## src/rtl/mbhrs_pkg.sv

```systemverilog
package mbhrs_pkg;

    // Number of leading frame bytes that are kept and decoded.
    localparam int FRAME_KEEP = 6;

    // Holding register that mirrors the sampled input word.
    localparam int MIRROR_REG = 3;

    // Input opcodes.
    localparam logic [1:0] OP_RX_BYTE = 2'd0;
    localparam logic [1:0] OP_TICK    = 2'd1;
    localparam logic [1:0] OP_SAMPLE  = 2'd2;

    // Function codes.
    localparam logic [7:0] FUNC_READ  = 8'h03;
    localparam logic [7:0] FUNC_WRITE = 8'h06;

    // Result kinds.
    localparam logic KIND_TX    = 1'b0;
    localparam logic KIND_DRIVE = 1'b1;

    // Configuration register indexes.
    localparam logic CFG_STATION = 1'b0;
    localparam logic CFG_GAP     = 1'b1;

    // Reset value of the drive bytes.
    localparam logic [7:0] DRIVE_RESET = 8'hFF;

    // Sequencer states.
    typedef enum logic [2:0] {
        ST_IDLE,
        ST_CHECK,
        ST_EMIT,
        ST_LATCH,
        ST_DRIVE
    } mbhrs_state_t;

    // Strobes from the sequencer to the receive framer.
    typedef struct packed {
        logic byte_we;
        logic tick;
    } mbhrs_rx_ctl_t;

    // Status from the receive framer to the sequencer.
    typedef struct packed {
        logic [FRAME_KEEP-1:0][7:0] frame;
        logic                       frame_long;
        logic                       gap_expired;
    } mbhrs_rx_stat_t;

endpackage

```

## src/rtl/mbhrs_rx.sv

```systemverilog
module mbhrs_rx
    import mbhrs_pkg::*;
#(
    parameter int BUF_BYTES = 32
)
(
    input  logic           clk,
    input  logic           rst_n,
    input  mbhrs_rx_ctl_t  ctl,
    input  logic [7:0]     rx_byte,
    input  logic [7:0]     gap_ticks,
    output mbhrs_rx_stat_t stat
);

    localparam int BC_W = $clog2(BUF_BYTES + 1);

    logic [BC_W-1:0]            byte_count_reg;
    logic [BC_W-1:0]            byte_count_next;
    logic [7:0]                 silence_reg;
    logic [7:0]                 silence_next;
    logic [7:0]                 silence_inc;
    logic                       expired;
    logic [FRAME_KEEP-1:0][7:0] frame_reg;

    // Saturating silence count and the end-of-frame test.
    always_comb
    begin
        silence_inc = (silence_reg == 8'hFF) ? silence_reg : silence_reg + 8'd1;
        expired     = silence_inc > gap_ticks;
    end

    // Byte count and silence counter updates.
    always_comb
    begin
        byte_count_next = byte_count_reg;
        silence_next    = silence_reg;
        if (ctl.byte_we)
        begin
            if (byte_count_reg < BC_W'(BUF_BYTES))
            begin
                byte_count_next = byte_count_reg + BC_W'(1);
            end
            silence_next = 8'd0;
        end
        else if (ctl.tick)
        begin
            if (expired)
            begin
                byte_count_next = '0;
                silence_next    = 8'd0;
            end
            else
            begin
                silence_next = silence_inc;
            end
        end
    end

    always_ff @(posedge clk or negedge rst_n)
    begin
        if (!rst_n)
        begin
            byte_count_reg <= '0;
            silence_reg    <= 8'd0;
        end
        else
        begin
            byte_count_reg <= byte_count_next;
            silence_reg    <= silence_next;
        end
    end

    // Only the leading bytes of a frame are stored.
    always_ff @(posedge clk)
    begin
        if (ctl.byte_we && (byte_count_reg < BC_W'(FRAME_KEEP)))
        begin
            frame_reg[byte_count_reg[2:0]] <= rx_byte;
        end
    end

    assign stat.frame       = frame_reg;
    assign stat.frame_long  = byte_count_reg >= BC_W'(FRAME_KEEP);
    assign stat.gap_expired = expired;

endmodule

```

## src/rtl/mbhrs_regbank.sv

```systemverilog
module mbhrs_regbank
    import mbhrs_pkg::*;
#(
    parameter  int REG_COUNT = 4,
    localparam int AW        = $clog2(REG_COUNT)
)
(
    input  logic          clk,
    input  logic          rst_n,
    input  logic          wr_en,
    input  logic [AW-1:0] wr_addr,
    input  logic [15:0]   wr_data,
    input  logic          rd_en,
    input  logic [AW-1:0] rd_addr,
    output logic [15:0]   rd_data
);

    logic [15:0]          mem [REG_COUNT];
    logic [REG_COUNT-1:0] valid_reg;
    logic [15:0]          rd_data_reg;
    logic                 rd_valid_reg;

    // Storage array with a registered read port.
    always_ff @(posedge clk)
    begin
        if (wr_en)
        begin
            mem[wr_addr] <= wr_data;
        end
        if (rd_en)
        begin
            rd_data_reg <= mem[rd_addr];
        end
    end

    // Entries that were never written read as zero.
    always_ff @(posedge clk or negedge rst_n)
    begin
        if (!rst_n)
        begin
            valid_reg    <= '0;
            rd_valid_reg <= 1'b0;
        end
        else
        begin
            if (wr_en)
            begin
                valid_reg[wr_addr] <= 1'b1;
            end
            if (rd_en)
            begin
                rd_valid_reg <= valid_reg[rd_addr];
            end
        end
    end

    assign rd_data = rd_valid_reg ? rd_data_reg : 16'd0;

endmodule

```

## src/rtl/mbhrs_ctrl.sv

```systemverilog
module mbhrs_ctrl
    import mbhrs_pkg::*;
#(
    parameter  int REG_COUNT = 4,
    localparam int AW        = $clog2(REG_COUNT)
)
(
    input  logic           clk,
    input  logic           rst_n,
    // Input channel
    input  logic           in_valid,
    output logic           in_ready,
    input  logic [1:0]     opcode,
    input  logic [15:0]    input_word,
    // Configuration
    input  logic [7:0]     station_address,
    // Receive framer
    output mbhrs_rx_ctl_t  rx_ctl,
    input  mbhrs_rx_stat_t rx_stat,
    // Register bank
    output logic           wr_en,
    output logic [AW-1:0]  wr_addr,
    output logic [15:0]    wr_data,
    output logic           rd_en,
    output logic [AW-1:0]  rd_addr,
    input  logic [15:0]    rd_data,
    // Result channel
    output logic           out_valid,
    input  logic           out_ready,
    output logic           result_kind,
    output logic [7:0]     tx_byte,
    output logic           tx_last,
    output logic [7:0]     drive_high,
    output logic [7:0]     drive_low
);

    localparam int POS_W = $clog2(2 * REG_COUNT + 3);

    mbhrs_state_t state_reg;
    mbhrs_state_t state_next;

    logic             accept;
    logic [7:0]       func;
    logic [15:0]      a_word;
    logic [15:0]      v_word;
    logic             frame_go;
    logic [15:0]      opa;
    logic [15:0]      opb;
    logic [16:0]      sum;
    logic             in_range;
    logic             slot_free;
    logic             emit_last;
    logic [7:0]       emit_byte;
    logic             load_tx;
    logic             load_drive;
    logic             do_write;

    logic             is_read_reg;
    logic [POS_W-1:0] pos_reg;
    logic [POS_W-1:0] last_pos_reg;
    logic [AW-1:0]    addr_reg;
    logic [7:0]       mirror0_reg;
    logic [7:0]       mirror1_reg;
    logic [7:0]       drive_high_reg;
    logic [7:0]       drive_low_reg;
    logic             out_valid_reg;
    logic             result_kind_reg;
    logic [7:0]       tx_byte_reg;
    logic             tx_last_reg;
    logic [7:0]       drive_high_out_reg;
    logic [7:0]       drive_low_out_reg;

    // Request fields of the held frame.
    assign accept   = in_valid && in_ready;
    assign func     = rx_stat.frame[1];
    assign a_word   = {rx_stat.frame[2], rx_stat.frame[3]};
    assign v_word   = {rx_stat.frame[4], rx_stat.frame[5]};
    assign frame_go = rx_stat.frame_long && (rx_stat.frame[0] == station_address)
                      && ((func == FUNC_READ) || (func == FUNC_WRITE));

    // Shared adder: bank range check, then the read address walk.
    always_comb
    begin
        opa = a_word;
        opb = 16'd1;
        if ((state_reg == ST_CHECK) && (func == FUNC_READ))
        begin
            opb = v_word;
        end
        if (state_reg == ST_EMIT)
        begin
            opa = {{(16 - AW){1'b0}}, addr_reg};
        end
        sum = {1'b0, opa} + {1'b0, opb};
    end

    assign in_range  = sum <= 17'(REG_COUNT);
    assign slot_free = !out_valid_reg || out_ready;
    assign emit_last = pos_reg == last_pos_reg;
    assign do_write  = (state_reg == ST_CHECK) && in_range && (func == FUNC_WRITE);

    // Response byte for the current position.
    always_comb
    begin
        if (is_read_reg)
        begin
            if (pos_reg == POS_W'(0))
            begin
                emit_byte = rx_stat.frame[0];
            end
            else if (pos_reg == POS_W'(1))
            begin
                emit_byte = rx_stat.frame[1];
            end
            else if (pos_reg == POS_W'(2))
            begin
                emit_byte = {v_word[6:0], 1'b0};
            end
            else if (pos_reg[0])
            begin
                emit_byte = rd_data[15:8];
            end
            else
            begin
                emit_byte = rd_data[7:0];
            end
        end
        else
        begin
            emit_byte = rx_stat.frame[pos_reg[2:0]];
        end
    end

    // Next state.
    always_comb
    begin
        state_next = state_reg;
        unique case (state_reg)
            ST_IDLE:
            begin
                if (accept && (opcode == OP_TICK) && rx_stat.gap_expired)
                begin
                    state_next = frame_go ? ST_CHECK : ST_LATCH;
                end
                else if (accept && (opcode == OP_SAMPLE))
                begin
                    state_next = ST_DRIVE;
                end
            end
            ST_CHECK:
            begin
                state_next = in_range ? ST_EMIT : ST_LATCH;
            end
            ST_EMIT:
            begin
                if (slot_free && emit_last)
                begin
                    state_next = ST_LATCH;
                end
            end
            ST_LATCH:
            begin
                state_next = ST_IDLE;
            end
            ST_DRIVE:
            begin
                if (slot_free)
                begin
                    state_next = ST_IDLE;
                end
            end
            default:
            begin
                state_next = ST_IDLE;
            end
        endcase
    end

    // Sequencer outputs.
    always_comb
    begin
        in_ready       = 1'b0;
        rx_ctl.byte_we = 1'b0;
        rx_ctl.tick    = 1'b0;
        wr_en          = 1'b0;
        wr_addr        = a_word[AW-1:0];
        wr_data        = v_word;
        rd_en          = 1'b0;
        rd_addr        = a_word[AW-1:0];
        load_tx        = 1'b0;
        load_drive     = 1'b0;
        unique case (state_reg)
            ST_IDLE:
            begin
                in_ready       = 1'b1;
                rx_ctl.byte_we = accept && (opcode == OP_RX_BYTE);
                rx_ctl.tick    = accept && (opcode == OP_TICK);
                if (accept && (opcode == OP_SAMPLE))
                begin
                    wr_en   = 1'b1;
                    wr_addr = AW'(MIRROR_REG);
                    wr_data = input_word;
                end
            end
            ST_CHECK:
            begin
                wr_en = do_write;
                rd_en = in_range && (func == FUNC_READ) && (v_word != 16'd0);
            end
            ST_EMIT:
            begin
                load_tx = slot_free;
                // Fetch the next word while its predecessor's low byte moves out.
                if (slot_free && is_read_reg && !emit_last && !pos_reg[0]
                    && (pos_reg >= POS_W'(4)))
                begin
                    rd_en   = 1'b1;
                    rd_addr = sum[AW-1:0];
                end
            end
            ST_LATCH:
            begin
            end
            ST_DRIVE:
            begin
                load_drive = slot_free;
            end
            default:
            begin
            end
        endcase
    end

    // Control registers.
    always_ff @(posedge clk or negedge rst_n)
    begin
        if (!rst_n)
        begin
            state_reg      <= ST_IDLE;
            is_read_reg    <= 1'b0;
            pos_reg        <= '0;
            last_pos_reg   <= '0;
            addr_reg       <= '0;
            mirror0_reg    <= 8'd0;
            mirror1_reg    <= 8'd0;
            drive_high_reg <= DRIVE_RESET;
            drive_low_reg  <= DRIVE_RESET;
            out_valid_reg  <= 1'b0;
        end
        else
        begin
            state_reg <= state_next;
            if (state_reg == ST_CHECK)
            begin
                is_read_reg <= func == FUNC_READ;
                pos_reg     <= '0;
                addr_reg    <= a_word[AW-1:0];
                if (func == FUNC_READ)
                begin
                    last_pos_reg <= {v_word[POS_W-2:0], 1'b0} + POS_W'(2);
                end
                else
                begin
                    last_pos_reg <= POS_W'(FRAME_KEEP - 1);
                end
            end
            if (load_tx)
            begin
                pos_reg <= pos_reg + POS_W'(1);
            end
            if (rd_en && (state_reg == ST_EMIT))
            begin
                addr_reg <= sum[AW-1:0];
            end
            // Low bytes of registers 0 and 1 are kept for the drive latch.
            if (do_write && (a_word == 16'd0))
            begin
                mirror0_reg <= v_word[7:0];
            end
            if (do_write && (a_word == 16'd1))
            begin
                mirror1_reg <= v_word[7:0];
            end
            if (state_reg == ST_LATCH)
            begin
                drive_high_reg <= mirror0_reg;
                drive_low_reg  <= mirror1_reg;
            end
            if (load_tx || load_drive)
            begin
                out_valid_reg <= 1'b1;
            end
            else if (out_ready)
            begin
                out_valid_reg <= 1'b0;
            end
        end
    end

    // Output payload register.
    always_ff @(posedge clk)
    begin
        if (load_tx)
        begin
            result_kind_reg    <= KIND_TX;
            tx_byte_reg        <= emit_byte;
            tx_last_reg        <= emit_last;
            drive_high_out_reg <= 8'd0;
            drive_low_out_reg  <= 8'd0;
        end
        else if (load_drive)
        begin
            result_kind_reg    <= KIND_DRIVE;
            tx_byte_reg        <= 8'd0;
            tx_last_reg        <= 1'b0;
            drive_high_out_reg <= drive_high_reg;
            drive_low_out_reg  <= drive_low_reg;
        end
    end

    assign out_valid   = out_valid_reg;
    assign result_kind = result_kind_reg;
    assign tx_byte     = tx_byte_reg;
    assign tx_last     = tx_last_reg;
    assign drive_high  = drive_high_out_reg;
    assign drive_low   = drive_low_out_reg;

endmodule

```

## src/rtl/modbus_holding_register_slave_core.sv

```systemverilog
// Channel   Handshake               Payload
// cfg       cfg_we                  cfg_index, cfg_data
// input     in_valid / in_ready     opcode, rx_byte, input_word
// result    out_valid / out_ready   result_kind, tx_byte, tx_last, drive_high, drive_low
//
// A tick that ends a frame goes through check, unless the frame is ignored, and latch.
// A read of n words and a write echo go out one byte per cycle while the result channel
// does not stall, through the output register, the bank's single read port fetching
// one word per two bytes. Reset clears control state at once; there is no clearing
// pass. A stalled result channel holds the sequencer, and no input is taken until the
// response is queued.
module modbus_holding_register_slave_core
    import mbhrs_pkg::*;
#(
    parameter int REG_COUNT = 4,
    parameter int BUF_BYTES = 32
)
(
    input  logic        clk,
    input  logic        rst_n,
    input  logic        cfg_we,
    input  logic        cfg_index,
    input  logic [7:0]  cfg_data,
    input  logic        in_valid,
    output logic        in_ready,
    input  logic [1:0]  opcode,
    input  logic [7:0]  rx_byte,
    input  logic [15:0] input_word,
    output logic        out_valid,
    input  logic        out_ready,
    output logic        result_kind,
    output logic [7:0]  tx_byte,
    output logic        tx_last,
    output logic [7:0]  drive_high,
    output logic [7:0]  drive_low
);

    localparam int AW = $clog2(REG_COUNT);

    logic [7:0]     station_reg;
    logic [7:0]     gap_reg;
    mbhrs_rx_ctl_t  rx_ctl;
    mbhrs_rx_stat_t rx_stat;
    logic           wr_en;
    logic [AW-1:0]  wr_addr;
    logic [15:0]    wr_data;
    logic           rd_en;
    logic [AW-1:0]  rd_addr;
    logic [15:0]    rd_data;

    // Configuration registers.
    always_ff @(posedge clk or negedge rst_n)
    begin
        if (!rst_n)
        begin
            station_reg <= 8'd1;
            gap_reg     <= 8'd3;
        end
        else if (cfg_we)
        begin
            unique case (cfg_index)
                CFG_STATION: station_reg <= cfg_data;
                CFG_GAP:     gap_reg     <= cfg_data;
                default:     ;
            endcase
        end
    end

    // Frame capture and silence timing.
    mbhrs_rx #(
        .BUF_BYTES (BUF_BYTES)
    ) u_rx (
        .clk       (clk),
        .rst_n     (rst_n),
        .ctl       (rx_ctl),
        .rx_byte   (rx_byte),
        .gap_ticks (gap_reg),
        .stat      (rx_stat)
    );

    // Holding register storage.
    mbhrs_regbank #(
        .REG_COUNT (REG_COUNT)
    ) u_regbank (
        .clk     (clk),
        .rst_n   (rst_n),
        .wr_en   (wr_en),
        .wr_addr (wr_addr),
        .wr_data (wr_data),
        .rd_en   (rd_en),
        .rd_addr (rd_addr),
        .rd_data (rd_data)
    );

    // Request sequencer and result register.
    mbhrs_ctrl #(
        .REG_COUNT (REG_COUNT)
    ) u_ctrl (
        .clk             (clk),
        .rst_n           (rst_n),
        .in_valid        (in_valid),
        .in_ready        (in_ready),
        .opcode          (opcode),
        .input_word      (input_word),
        .station_address (station_reg),
        .rx_ctl          (rx_ctl),
        .rx_stat         (rx_stat),
        .wr_en           (wr_en),
        .wr_addr         (wr_addr),
        .wr_data         (wr_data),
        .rd_en           (rd_en),
        .rd_addr         (rd_addr),
        .rd_data         (rd_data),
        .out_valid       (out_valid),
        .out_ready       (out_ready),
        .result_kind     (result_kind),
        .tx_byte         (tx_byte),
        .tx_last         (tx_last),
        .drive_high      (drive_high),
        .drive_low       (drive_low)
    );

endmodule

```

## config.mk

```make
export PLATFORM = sky130hd
export DESIGN_NAME = modbus_holding_register_slave_core
export DESIGN_NICKNAME = d
export VERILOG_FILES = /design/src/rtl/mbhrs_pkg.sv /design/src/rtl/mbhrs_rx.sv /design/src/rtl/mbhrs_regbank.sv /design/src/rtl/mbhrs_ctrl.sv /design/src/rtl/modbus_holding_register_slave_core.sv
export SDC_FILE = /design/constraint.sdc
export NUM_CORES = 1
export LEC_CHECK = 0
export ABC_AREA = 1
export BUFFER_PORTS_ARGS = -buffer_cell sky130_fd_sc_hd__buf_2
export CAP_MARGIN = 10
export CORE_MARGIN = 1.5
export CORE_UTILIZATION = 40
export CTS_BUF_LIST = sky130_fd_sc_hd__clkbuf_16
export DETAILED_ROUTE_END_ITERATION = 6
export SKIP_LAST_GASP = 1
export SYNTH_ARGS = -nofsm -noshare
export SYNTH_HDL_FRONTEND = slang
export SYNTH_SLANG_ARGS = --single-unit
```

## constraint.sdc

```tcl
create_clock -name clk -period 7.3 [get_ports clk]
set_clock_uncertainty 0.1 [all_clocks]
set_input_delay 1.095 -clock clk [delete_from_list [all_inputs] [get_ports clk]]
set_output_delay 1.095 -clock clk [all_outputs]
set_load 0.02 [all_outputs]
```

==> flow_summary_export.csv <==
group,metric,value,unit
critical_path,start_kind,"flip-flop",
critical_path,cp_slowest_cell,"nor3_1",
yosys,yosys.area_share.simple,0.200,
yosys,yosys.area_share.xor_xnor,0.0148,
yosys,ys_types,53,
yosys,synth_area_per_cell,9.31,sq um
timing,max_freq,0.197,GHz
timing,min_period_over_period,0.696,
yosys,synth_warnings,0,
timing,whs,0.320,ns
place,portBuffers,67,
yosys,synthMuxAreaShare,0.0228,
pwr,p_switching,1390,uW
critical_path,worstPathRequired,7.34,ns
route,first_iter_violations,777,
floorplan,pin_count,68,
route,drc,0,
floorplan,num_rows,62,
job,maxCapViolCount,0,
finish,stdcell_count,1735,
pwr,p_leak,0.00580,uW
pwr,p_per_area,298,nW/um^2
grt,grt_pass1_wl,50900,microns
clock_network,cts_resized,0,
pwr,p_sw_frac,0.352,
clock_network,hold_buffers,0,
route,antenna_left,0,
place,gp_congestion,0.925,
yosys,synth.net_count,1343,
clock_network,cts_tree,"done",
route,drt-total-wl,32000,microns
critical_path,ff2ff_setup_slack,2.22,ns
finish,regMostFlops,"u_regbank.mem",
clock_network,clk_path_buf_depth,3,
grt,grt_pass1_vias,8911,
place,dp_hpwl,23500,microns
critical_path,crit_end,"u_regbank.mem[1][15]",
critical_path,r2r-start,"u_ctrl.state_reg[1]",
route,via_count,9192,
critical_path,crit_chain,"nor3_1 > nand2_1 > inv_1 > nand2_1 > ha_1 > inv_1 > fa_1 > inv_1 > nand3_1 > nand2_2 > nand2_2 > nand2_2 > a21oi_1 > nand2_1 > nor2_4 > nand3_4 > nor2_2 > nand2_1 > nand2_1 > nand3_1 > inv_1",
grt,grt_max_degree,65,
grt,antenna_found_initial,1,
critical_path,reg2regPathDepth,21,
floorplan,start_util,0.409,
yosys,synth-main-ff-cell,"edfxtp_1",
clock_network,htreeDepth,1,
pwr,seqPwrFrac,0.411,
clock_network,clkTransAtPathRegs,0.06,ns
floorplan,fp.dieW,175,microns
timing,fin_crit,5.08,ns
yosys,syn_inst,1270,
yosys,synth_compound_area_frac,0.109,
finish,drive_above_1_share,0.153,
yosys,syn_area,11800,sq um
route,vias_per_cell,5.30,
floorplan,die_area,30600,sq um
critical_path,setup.worst_path.start,"u_ctrl.state_reg[1]",
yosys,ys_ff_latch,236,
yosys,synthTopCellsByArea,"edfxtp_1, dfrtp_1, nand2_1, o21ai_0, inv_1",
timing,hold_viol,0,
pwr,p_clk_frac,0.309,
critical_path,end_kind,"flip-flop",
critical_path,worst-setup-path-type,"flip-flop to flip-flop",
clock_network,clock_sinks,236,
run_status,status,"complete, no violations",
yosys,synth_top_cell_area_share,0.348,
critical_path,max_stage_delay,0.66,ns
timing,relSlewSlack,0.207,
critical_path,crit_fanout,19,
critical_path,rr_endpoint,"u_regbank.mem[1][15]",
yosys,synthAdderAreaFrac,0.0355,
finish,fin_area,13300,sq um
timing,slew_violations,0,
place,dpl_cell_area,12500,sq um
pwr,pwr-share-comb,0.280,
timing,rsz0062_at_grt,"false",
route,wire_per_inst,18.5,microns
clock_network,cts_made_buffers,26,
yosys,synth_top_family_by_area,"simple AND/OR/NAND/NOR gates",
grt,gr-total-overflow,0,
critical_path,cp.arrival,5.12,ns
route,first_pass_iters,7,
yosys,ys_seq_area_frac,0.552,
yosys,async_flop_share,0.347,
finish,syn_to_final_growth,12.6,%
clock_network,cts_setup_buffers,0,
yosys,synth_edf_count,137,
clock_network,insertion_delay,0.54,ns
floorplan,core_area,28900,sq um
timing,worst_slew_pin_slew,1.18,ns
place,dp.cells,1685,
grt,track_usage,0.213,
pwr,max-vdd-ir-drop,0.210,mV
finish,largest_reg_flops,64,
finish,fin_nets,1403,
floorplan,dieHeight,175,microns
timing,setup_viol,0,
critical_path,worst_path_most_repeated_cell,"nand2_1",
pwr,p_int,2570,uW
worst_hold_path,worstHoldPathType,"input pin to asynchronous set/reset pin",
yosys,synth_top_area_cell,"edfxtp_1",
clock_network,cts_root_buf,"clkbuf_16",
timing,finalSetupTns,0,ns
-- cell usage in the layout, fill, tap and decap left out, types with 17 or more instances in the layout --
| cell type | synthesis | layout |
|---|---|---|
| o21ai_0 | 119 | 119 |
| nand4_1 | 31 | 31 |
| buf_2 | 7 | 66 |
| mux2_2 | 24 | 24 |
| dfxtp_1 | 17 | 17 |
| inv_1 | 149 | 153 |
| edfxtp_1 | 137 | 137 |
| ha_1 | 32 | 32 |
| dfrtp_1 | 63 | 63 |
| nor2_1 | 102 | 102 |
| o22ai_1 | 24 | 24 |
| dfstp_2 | 19 | 19 |
| clkbuf_16 | 0 | 26 |
| a21oi_1 | 50 | 50 |
| nand2_1 | 263 | 263 |
| nand3_1 | 59 | 59 |
-- synthesized netlist by cell type (9+ instances only) --
| cell type | number |
|---|---|
| nand2_1 | 263 |
| inv_1 | 149 |
| edfxtp_1 | 137 |
| o21ai_0 | 119 |
| nor2_1 | 102 |
| dfrtp_1 | 63 |
| nand3_1 | 59 |
| a21oi_1 | 50 |
| ha_1 | 32 |
| nand4_1 | 31 |
| clkbuf_1 | 25 |
| mux2_2 | 24 |
| o22ai_1 | 24 |
| dfstp_2 | 19 |
| dfxtp_1 | 17 |
| nand2_2 | 16 |
| nor3_1 | 16 |
| o211ai_1 | 14 |
| xor2_1 | 11 |
| xnor2_1 | 9 |
-- power by group through the flow --
| stage | Clock (uW) | Sequential [uW] | Combinational, uW |
|---|---|---|---|
| after detailed placement | 0 | 1650 | 1090 |
| final | 1220 | 1630 | 1110 |
| after floorplan | 0 | 1640 | 782 |
| after global routing | 1310 | 1640 | 1250 |
| after CTS | 1240 | 1630 | 1100 |
| after global placement | 0 | 1650 | 1090 |
-- area by class of cell --
class / instances / area [sq um]
timing repair buffer: 73 / 383
clock buffer: 26 / 651
multi-input combinational: 834 / 4520
fill: 2778 / 15600
clock inverter: 22 / 148
antenna: 1 / 2.50
inverter: 159 / 599
sequential: 236 / 6530
tap: 384 / 480
-- logic make-up after synthesis --
group / Yosys count
xor gates and xnor gates: 20
buffers and inverters: 200
and+or+nand+nor: 524
AOI/OAI and AO/OA: 233
adders and majority gates: 33
muxes: 24
DFF: 236
-- metal layers --
layer / track usage / share of wire / vias up
li1: - / - / 4427
met1: 0.307 / 0.46 / 4381
met2: 0.335 / 0.46 / 336
met3: 0.0315 / 0.065 / 48
met4: 0.0595 / 0.021 / 0
met5: 0 / 0 / -
-- how the worst min path moves through the flow --
stage               depth (start not counted)                     end  slack [ns]
CTS                                         1              gap_reg[4]        0.31
global placement                            2      u_ctrl.result_kind        0.33
global route                                1              gap_reg[6]        0.32
detailed placement                          2  u_regbank.valid_reg[2]        0.34
finish                                      1              gap_reg[4]        0.32
floorplan                                   2  u_regbank.valid_reg[3]        0.32
-- per-stage QoR --
stage	setup WS (ns)	total power (uW)	util
floorplan	3.56	2420	-
global placement	2.51	2740	0.432
detailed placement	2.33	2750	0.432
CTS	2.28	3970	0.460
global route	1.84	4190	0.460
finish	2.22	3960	0.460
-- worst max-delay path, delay by kind of cell, from the launching register on --
| kind | cells | cell delay, ns |
|---|---|---|
| buffers and inverters | 4 | 0.98 |
| AND/OR/NAND/NOR | 14 | 2.55 |
| AO/OA/AOI/OAI | 1 | 0.16 |
| flip-flops | 1 | 0.41 |
| adder cells (fa/ha/maj) | 2 | 0.46 |
No activity file was read; power rests on OpenSTA's default activity.
